<file path="src/hdl/rtch_pkg.sv">
// Shared types, constants and the multiply-accumulate schedule of the ray/triangle hit unit.
// Used by every module of the block; no dependencies.
package rtch_pkg;

  localparam int COORD_BITS_DEF = 32;
  localparam int ID_BITS_DEF    = 16;
  localparam int FRAC_BITS      = 16;
  localparam int DIST_BITS      = 31;
  localparam int BARY_BITS      = 17;
  localparam int CFG_IDX_BITS   = 3;
  localparam int OP_BITS        = 5;

  localparam logic [DIST_BITS-1:0] DIST_MAX = '1;

  localparam logic [CFG_IDX_BITS-1:0] CFG_ORIGIN_X = 3'd0;
  localparam logic [CFG_IDX_BITS-1:0] CFG_ORIGIN_Y = 3'd1;
  localparam logic [CFG_IDX_BITS-1:0] CFG_ORIGIN_Z = 3'd2;
  localparam logic [CFG_IDX_BITS-1:0] CFG_DIR_X    = 3'd3;
  localparam logic [CFG_IDX_BITS-1:0] CFG_DIR_Y    = 3'd4;
  localparam logic [CFG_IDX_BITS-1:0] CFG_DIR_Z    = 3'd5;

  // scalar slots of the dot products
  localparam logic [1:0] SC_DET = 2'd0;
  localparam logic [1:0] SC_NU  = 2'd1;
  localparam logic [1:0] SC_NV  = 2'd2;
  localparam logic [1:0] SC_NT  = 2'd3;

  localparam logic [OP_BITS-1:0] OP_CORE_LAST = 5'd23;
  localparam logic [OP_BITS-1:0] OP_PNT_FIRST = 5'd24;
  localparam logic [OP_BITS-1:0] OP_PNT_LAST  = 5'd26;

  typedef enum logic [2:0] {
    VEC_E1, VEC_E2, VEC_T, VEC_D, VEC_P, VEC_Q, VEC_S, VEC_X
  } vec_t;

  typedef enum logic [2:0] {
    JOB_T, JOB_U, JOB_V, JOB_PX, JOB_PY, JOB_PZ
  } job_t;

  typedef enum logic [2:0] {
    ST_IDLE, ST_MAC, ST_SIGN, ST_CHECK, ST_DIV, ST_CMP, ST_UPDATE, ST_FINISH
  } state_t;

  typedef struct packed {
    vec_t       wv;
    logic [1:0] wc;
    vec_t       nv;
    logic [1:0] nc;
    logic       neg;
    logic       clr;
    logic       wr;
    vec_t       dv;
    logic [1:0] dc;
  } mac_op_t;

  typedef struct packed {
    logic               capture;
    logic               mac_start;
    logic [OP_BITS-1:0] op_idx;
    logic               sign_fix;
    logic               div_start;
    job_t               job;
    logic               update;
    logic               emit;
  } ctrl_cmd_t;

  typedef struct packed {
    logic mac_done;
    logic div_done;
    logic ok;
    logic closer;
    logic last;
    logic out_block;
  } dp_status_t;

  function automatic mac_op_t mk_op(vec_t wv, logic [1:0] wc, vec_t nv, logic [1:0] nc,
                                    logic ng, logic cl, logic wr, vec_t dv, logic [1:0] dc);
    mac_op_t o;
    o.wv = wv; o.wc = wc; o.nv = nv; o.nc = nc;
    o.neg = ng; o.clr = cl; o.wr = wr; o.dv = dv; o.dc = dc;
    return o;
  endfunction

  // P = D x E2, Q = T x E1, det = E1.P, nu = T.P, nv = D.Q, nt = E2.Q, then nt * D
  function automatic mac_op_t mac_op(logic [OP_BITS-1:0] idx);
    mac_op_t o;
    o = mk_op(VEC_E1, 2'd0, VEC_E1, 2'd0, 1'b0, 1'b1, 1'b0, VEC_X, 2'd0);
    case (idx)
      5'd0:  o = mk_op(VEC_D, 2'd1, VEC_E2, 2'd2, 1'b0, 1'b1, 1'b0, VEC_P, 2'd0);
      5'd1:  o = mk_op(VEC_D, 2'd2, VEC_E2, 2'd1, 1'b1, 1'b0, 1'b1, VEC_P, 2'd0);
      5'd2:  o = mk_op(VEC_D, 2'd2, VEC_E2, 2'd0, 1'b0, 1'b1, 1'b0, VEC_P, 2'd1);
      5'd3:  o = mk_op(VEC_D, 2'd0, VEC_E2, 2'd2, 1'b1, 1'b0, 1'b1, VEC_P, 2'd1);
      5'd4:  o = mk_op(VEC_D, 2'd0, VEC_E2, 2'd1, 1'b0, 1'b1, 1'b0, VEC_P, 2'd2);
      5'd5:  o = mk_op(VEC_D, 2'd1, VEC_E2, 2'd0, 1'b1, 1'b0, 1'b1, VEC_P, 2'd2);
      5'd6:  o = mk_op(VEC_T, 2'd1, VEC_E1, 2'd2, 1'b0, 1'b1, 1'b0, VEC_Q, 2'd0);
      5'd7:  o = mk_op(VEC_T, 2'd2, VEC_E1, 2'd1, 1'b1, 1'b0, 1'b1, VEC_Q, 2'd0);
      5'd8:  o = mk_op(VEC_T, 2'd2, VEC_E1, 2'd0, 1'b0, 1'b1, 1'b0, VEC_Q, 2'd1);
      5'd9:  o = mk_op(VEC_T, 2'd0, VEC_E1, 2'd2, 1'b1, 1'b0, 1'b1, VEC_Q, 2'd1);
      5'd10: o = mk_op(VEC_T, 2'd0, VEC_E1, 2'd1, 1'b0, 1'b1, 1'b0, VEC_Q, 2'd2);
      5'd11: o = mk_op(VEC_T, 2'd1, VEC_E1, 2'd0, 1'b1, 1'b0, 1'b1, VEC_Q, 2'd2);
      5'd12: o = mk_op(VEC_P, 2'd0, VEC_E1, 2'd0, 1'b0, 1'b1, 1'b0, VEC_S, SC_DET);
      5'd13: o = mk_op(VEC_P, 2'd1, VEC_E1, 2'd1, 1'b0, 1'b0, 1'b0, VEC_S, SC_DET);
      5'd14: o = mk_op(VEC_P, 2'd2, VEC_E1, 2'd2, 1'b0, 1'b0, 1'b1, VEC_S, SC_DET);
      5'd15: o = mk_op(VEC_P, 2'd0, VEC_T, 2'd0, 1'b0, 1'b1, 1'b0, VEC_S, SC_NU);
      5'd16: o = mk_op(VEC_P, 2'd1, VEC_T, 2'd1, 1'b0, 1'b0, 1'b0, VEC_S, SC_NU);
      5'd17: o = mk_op(VEC_P, 2'd2, VEC_T, 2'd2, 1'b0, 1'b0, 1'b1, VEC_S, SC_NU);
      5'd18: o = mk_op(VEC_Q, 2'd0, VEC_D, 2'd0, 1'b0, 1'b1, 1'b0, VEC_S, SC_NV);
      5'd19: o = mk_op(VEC_Q, 2'd1, VEC_D, 2'd1, 1'b0, 1'b0, 1'b0, VEC_S, SC_NV);
      5'd20: o = mk_op(VEC_Q, 2'd2, VEC_D, 2'd2, 1'b0, 1'b0, 1'b1, VEC_S, SC_NV);
      5'd21: o = mk_op(VEC_Q, 2'd0, VEC_E2, 2'd0, 1'b0, 1'b1, 1'b0, VEC_S, SC_NT);
      5'd22: o = mk_op(VEC_Q, 2'd1, VEC_E2, 2'd1, 1'b0, 1'b0, 1'b0, VEC_S, SC_NT);
      5'd23: o = mk_op(VEC_Q, 2'd2, VEC_E2, 2'd2, 1'b0, 1'b0, 1'b1, VEC_S, SC_NT);
      5'd24: o = mk_op(VEC_S, SC_NT, VEC_D, 2'd0, 1'b0, 1'b1, 1'b1, VEC_X, 2'd0);
      5'd25: o = mk_op(VEC_S, SC_NT, VEC_D, 2'd1, 1'b0, 1'b1, 1'b1, VEC_X, 2'd1);
      5'd26: o = mk_op(VEC_S, SC_NT, VEC_D, 2'd2, 1'b0, 1'b1, 1'b1, VEC_X, 2'd2);
      default: o = mk_op(VEC_E1, 2'd0, VEC_E1, 2'd0, 1'b0, 1'b1, 1'b0, VEC_X, 2'd0);
    endcase
    return o;
  endfunction

endpackage

</file>
<file path="src/hdl/rtch_ctrl.sv">
// Controller: sequences the MAC schedule, sign fix, tests, divisions, update and result.
// Depends on rtch_pkg.
module rtch_ctrl import rtch_pkg::*; (
  input  logic       clk,
  input  logic       rst_n,
  input  logic       in_valid,
  output logic       in_ready,
  input  dp_status_t status,
  output ctrl_cmd_t  cmd
);

  state_t             state_r, state_nxt;
  logic [OP_BITS-1:0] op_r, op_nxt;
  job_t               job_r, job_nxt;
  logic               launched_r, launched_nxt;

  always_ff @(posedge clk) begin
    if (!rst_n) begin
      state_r    <= ST_IDLE;
      op_r       <= '0;
      job_r      <= JOB_T;
      launched_r <= 1'b0;
    end else begin
      state_r    <= state_nxt;
      op_r       <= op_nxt;
      job_r      <= job_nxt;
      launched_r <= launched_nxt;
    end
  end

  always_comb begin
    state_nxt    = state_r;
    op_nxt       = op_r;
    job_nxt      = job_r;
    launched_nxt = launched_r;
    unique case (state_r)
      ST_IDLE: begin
        if (in_valid) begin
          state_nxt    = ST_MAC;
          op_nxt       = '0;
          launched_nxt = 1'b0;
        end
      end
      ST_MAC: begin
        if (!launched_r) begin
          launched_nxt = 1'b1;
        end else if (status.mac_done) begin
          launched_nxt = 1'b0;
          if (op_r == OP_CORE_LAST) begin
            state_nxt = ST_SIGN;
          end else if (op_r == OP_PNT_LAST) begin
            state_nxt = ST_DIV;
            job_nxt   = JOB_PX;
          end else begin
            op_nxt = op_r + 1'b1;
          end
        end
      end
      ST_SIGN: state_nxt = ST_CHECK;
      ST_CHECK: begin
        if (status.ok) begin
          state_nxt = ST_DIV;
          job_nxt   = JOB_T;
        end else begin
          state_nxt = ST_FINISH;
        end
      end
      ST_DIV: begin
        if (!launched_r) begin
          launched_nxt = 1'b1;
        end else if (status.div_done) begin
          launched_nxt = 1'b0;
          unique case (job_r)
            JOB_T:  state_nxt = ST_CMP;
            JOB_U:  job_nxt = JOB_V;
            JOB_V: begin
              state_nxt = ST_MAC;
              op_nxt    = OP_PNT_FIRST;
            end
            JOB_PX: job_nxt = JOB_PY;
            JOB_PY: job_nxt = JOB_PZ;
            default: state_nxt = ST_UPDATE;
          endcase
        end
      end
      ST_CMP: begin
        if (status.closer) begin
          state_nxt = ST_DIV;
          job_nxt   = JOB_U;
        end else begin
          state_nxt = ST_FINISH;
        end
      end
      ST_UPDATE: state_nxt = ST_FINISH;
      ST_FINISH: begin
        // hold the last triangle until the output register has room
        if (!status.last || !status.out_block) begin
          state_nxt = ST_IDLE;
        end
      end
      default: state_nxt = ST_IDLE;
    endcase
  end

  always_comb begin
    in_ready      = (state_r == ST_IDLE);
    cmd.capture   = (state_r == ST_IDLE) && in_valid;
    cmd.mac_start = (state_r == ST_MAC) && !launched_r;
    cmd.op_idx    = op_r;
    cmd.sign_fix  = (state_r == ST_SIGN);
    cmd.div_start = (state_r == ST_DIV) && !launched_r;
    cmd.job       = job_r;
    cmd.update    = (state_r == ST_UPDATE);
    cmd.emit      = (state_r == ST_FINISH) && status.last && !status.out_block;
  end

endmodule

</file>
<file path="config.mk">
export PLATFORM = sky130hd
export DESIGN_NAME = rtch_ctrl
export DESIGN_NICKNAME = d
export VERILOG_FILES = /design/src/hdl/rtch_pkg.sv /design/src/hdl/rtch_ctrl.sv
export SDC_FILE = /design/constraint.sdc
export NUM_CORES = 1
export LEC_CHECK = 0
export ABC_AREA = 1
export ABC_CLOCK_PERIOD_IN_PS = 2900
export BUFFER_PORTS_ARGS = -buffer_cell sky130_fd_sc_hd__buf_2
export CORE_MARGIN = 4
export CORE_UTILIZATION = 40
export DETAILED_ROUTE_END_ITERATION = 16
export GPL_TIMING_DRIVEN = 0
export PLACE_DENSITY = 0.73
export SLEW_MARGIN = 20
export SYNTH_ARGS = -nofsm -noshare
export SYNTH_HDL_FRONTEND = slang
export SYNTH_SLANG_ARGS = --single-unit
</file>
<file path="constraint.sdc">
create_clock -name clk -period 2.9 [get_ports clk]
set_input_delay 0.725 -clock clk [delete_from_list [all_inputs] [get_ports clk]]
set_output_delay 0.725 -clock clk [all_outputs]
set_load 0.01 [all_outputs]
</file>
# Yosys cells after proc, flatten, opt, wreduce, memory -nomap -nowiden
# Cells that the tools add are included.
word_totals:
  ff_bits: 12
  inputBits: 9
  out_inout_bits: 15
  wordCells: 88
op_classes:
  add_sub_neg: 1
  n_eq_ne: 28
  mux: 37
  n_reduce_logical: 18
op_table:
  columns: ["cell", "count"]
  rows:
  - ["2-to-1 mux 3 bit", 16]
  - ["2-to-1 mux 5 bit", 8]
  - ["!= test 2 bit (second input constant)", 12]
  - ["case mux 3 bit (8 select lines)", 1]
  - ["case mux 3 bit (3 select lines)", 2]
  - ["equality test 3 bit (second input constant)", 5]
  - ["case mux 5 bit (3 select lines)", 1]
  - ["equality test 3 x 2 -> 1 bit (second input constant)", 4]
  - ["case mux 3 bit (4 select lines)", 1]
  - ["equality test 5 bit (second input constant)", 2]
  - ["AND reduction 10 bit", 1]
  - ["AND reduction 9 bit", 1]
  - ["AND reduction 8 bit", 1]
  - ["equality test 3 x 1 -> 1 bit (second input constant)", 2]
  - ["logical NOT 3 bit", 2]
  - ["adder 5 x 1 -> 5 bit (second input constant)", 1]
  - ["logical AND 1 bit", 5]
  - ["2-to-1 mux 1 bit", 5]
  - ["2-to-1 mux 2 bit", 2]
  - ["!= test 4 x 1 -> 1 bit (second input constant)", 1]
  - ["nonzero test 4 bit", 1]
  - ["logical NOT 1 bit", 3]
  - ["!= test 3 bit (second input constant)", 1]
  - ["case mux 1 bit (3 select lines)", 1]
  - ["other kinds (5)", 5]

# Depth between registers and ports, before layout
logic_depth:
  word_depth: 6
  mapped_depth: 12
  depth_no_buf: 12

# Worst setup path after synthesis
# Ideal clock, no wire load.
synth_path:
  path_kind: "input to output"
  start: "input in_valid"
  end: "output cmd[13] in the netlist's numbering"
  arrival_time_ns: 1.058
  setup_slack_ns: 1.117
  path_stages: 2
  path_buffers: 0
  path_cell_list: "inv_1 > nor3_1"
synth_lines:
  columns: ["element", "line_no", "source"]
  rows:
  - ["from (decl)", "rtch_ctrl.sv:6", "input logic in_valid,"]
  - ["to (decl)", "rtch_ctrl.sv:9", "output ctrl_cmd_t cmd"]

==> results.toml <==
[route]
dr_total_vias = 1098
dr.pass1.iters = 4
viasPerCell = 4.75
drt-initial-drc-count = 47
ant_nets = 0
drcViolationCount = 0
routed_wl_mm = 2.31
wl_per_cell_um = 10.0

[pwr]
pwr-share-clk = 0.104
power_mw = 1.35
vdd_drop_max_v = 0.000570
p_switching_uw = 717
p_int_uw = 632
seqPwrFrac = 0.225
p_sw_frac = 0.531
p_comb_frac = 0.671
leakage_nw = 0.693
power_density_mw_per_mm2 = 1070

[die]
rows = 18
die_h_um = 59.9
die_w_um = 59.9
core_sq_mm = 0.00252
die_area_sq_mm = 0.00358
ios = 24
initial_core_util = 0.427

[yosys]
yosysSeqAreaShare = 0.223
yosysWarnings = 0
synth-seq-cells = 12
synth_nets = 185
syn_inst = 174
netlist_area_sq_mm = 0.00108
syn_avg_cell_area_sq_um = 6.18
yosysUniqueCellTypes = 27

[critical_path]
path_delay_family = "flip-flops"
crit_path_max_incr_delay_ns = 0.38
crit_slowest_cell = "dfxtp_1"
critPathRequiredTime_ns = 2.17
path_buf_inv = 3
arrival_ns = 1.33
critPathLaunchType = "flip-flop"
cp_max_fo = 10
crit_start = "state_r[2]"
cp-end-kind = "output pin"
worstPathCellList = "buf_6, inv_4, nor2_2, nand2_2, nor2_1, buf_2"
reg2reg_from = "op_r[1]"
critPathKind = "reg2out"

[grt]
gr-total-overflow = 0
grt_max_degree = 11
grt_pass1_wl_mm = 3.94
antenna_found_initial = 0
grt_usage = 0.146
grt_pass1_vias = 958

[clocking]
cts_setup_buffers = 0
cts_sinks = 12
worstSkewPairLatency_ns = 0.28
cts_resized = 0
clk_path_buf_depth = 2
htree_levels = 1
clk_pin_slew_ns = 0.09
cts_tree = "built"
cts_buffers = 3
cts_hold_buf = 0
ctsRootBufferMaster = "clkbuf_4"

[final_layout]
final_cell_mix = "51 x nand2_1, 26 x nor2_1, 23 x buf_2, 17 x inv_1, 12 x dfxtp_1"
drive_gt1_frac = 0.318
diodes = 0
finish.utilization = 0.501
multi_input_area_sq_um = 718
layout_commonest_cell = "nand2_1"
stdcell_count = 231
areaGrowthSynthToFinish_pct = 17.6
fin_nets = 213
register_area_sq_um = 240
fin_area_sq_mm = 0.00126
nFillCells = 286

[run_status]
status = "finished, final reports clean"

[place]
dpl.hpwl_mm = 1.83
place_inst = 227
io_buffers = 23
place_area_sq_mm = 0.00123
pre_cts_slack_ns = 1.02
place_congestion = 0.841

[sta]
timing.fmax_mhz = 487
finClkSkew_ns = 0.00241
rsz0062_at_grt = "false"
timing.final.crit_share = 0.707
slew_headroom = 0.817
post-route-min-period_ns = 2.05
max_slew.worst_pin.slew_ns = 0.273
hold_viol_final = 0
fin_ws_ns = 0.849
fin_tns_setup_ns = 0
holdWs_ns = 0.518
finalMaxSlewViolations = 0
setup_viol = 0

[min_path]
hp-class = "reg2reg"
min_from = "op_r[3]"

[job]
maxCapViolCount = 0
==> registers in the layout, indices dropped and copies added, names as in the netlist <==
name        count
op_r            5
state_r         3
job_r           3
launched_r      1
==> cells in the mapped netlist <==
cell,instances,share of area
ha_1,2,0.023
a211oi_1,2,0.014
or2_2,1,0.0058
nor2_8,1,0.019
inv_2,3,0.010
nand3_1,9,0.042
o21ai_4,1,0.015
nand2_2,9,0.052
inv_1,17,0.059
buf_4,1,0.0070
nand2_4,3,0.031
a21boi_0,1,0.0070
inv_4,2,0.012
nor2_1,26,0.091
o21ai_2,1,0.0081
dfxtp_1,12,0.22
buf_6,2,0.021
o21bai_1,1,0.0070
o211ai_1,1,0.0070
o21ai_0,5,0.023
nor3_1,5,0.023
nand3_2,2,0.019
nor2_4,3,0.031
a21oi_1,4,0.019
nand4_1,1,0.0058
nor2_2,8,0.047
nand2_1,51,0.18
==> worst reg2reg max path, cell delays in order, from the launching register on <==
cell and delay [ns]:
dfxtp_1 0.40, ha_1 0.19, nand2_1 0.10, nor2_2 0.27, nand2_4 0.09, nand2_1 0.07
inv_1 0.04, nand3_2 0.12, nand2_1 0.06, nand2_1 0.07, nor2_2 0.03
==> area by class of cell <==
type                    count  share of cell area
flip-flops and latches     12               0.190
well taps                  30              0.0297
clock buffers               4              0.0287
plain buffers               3              0.0237
multi-input cells         137               0.568
repair buffers             23              0.0910
inverters                  22              0.0692
==> layer usage <==
layer,part of all wire,global-route usage
met1,0.51,0.193
met2,0.43,0.219
met3,0.043,0.0302
met4,0.022,0.0759
met5,0,0
==> path summary, 6_finish.rpt <==
check / end / slack (ns) / depth (start not counted)
worst max register to register: job_r[0] / 1.35 / 10
worst min register to register: op_r[3] / 0.52 / 2
worst max-delay path: cmd[5] / 0.85 / 6
worst min-delay path: op_r[3] / 0.52 / 2
==> power groups by stage <==
stage / Combinational (mW) / Sequential, mW / Clock (mW)
floorplan: 0.705 / 0.315 / 0
global placement: 0.904 / 0.307 / 0
detailed placement: 0.909 / 0.307 / 0
CTS: 0.913 / 0.303 / 0.145
global route: 1.03 / 0.313 / 0.151
finish: 0.905 / 0.304 / 0.141
==> cell families (layout without fill, tap and decap cells) <==
logic type      count (synthesis)  in the layout  synth area share
fa+ha+maj                       2              2            0.0233
buf+inv                        25             52             0.109
simple gates                  119            119             0.544
flops                          12             12             0.223
compound gates                 16             16             0.100
No activity file was read; power rests on OpenSTA's default activity.
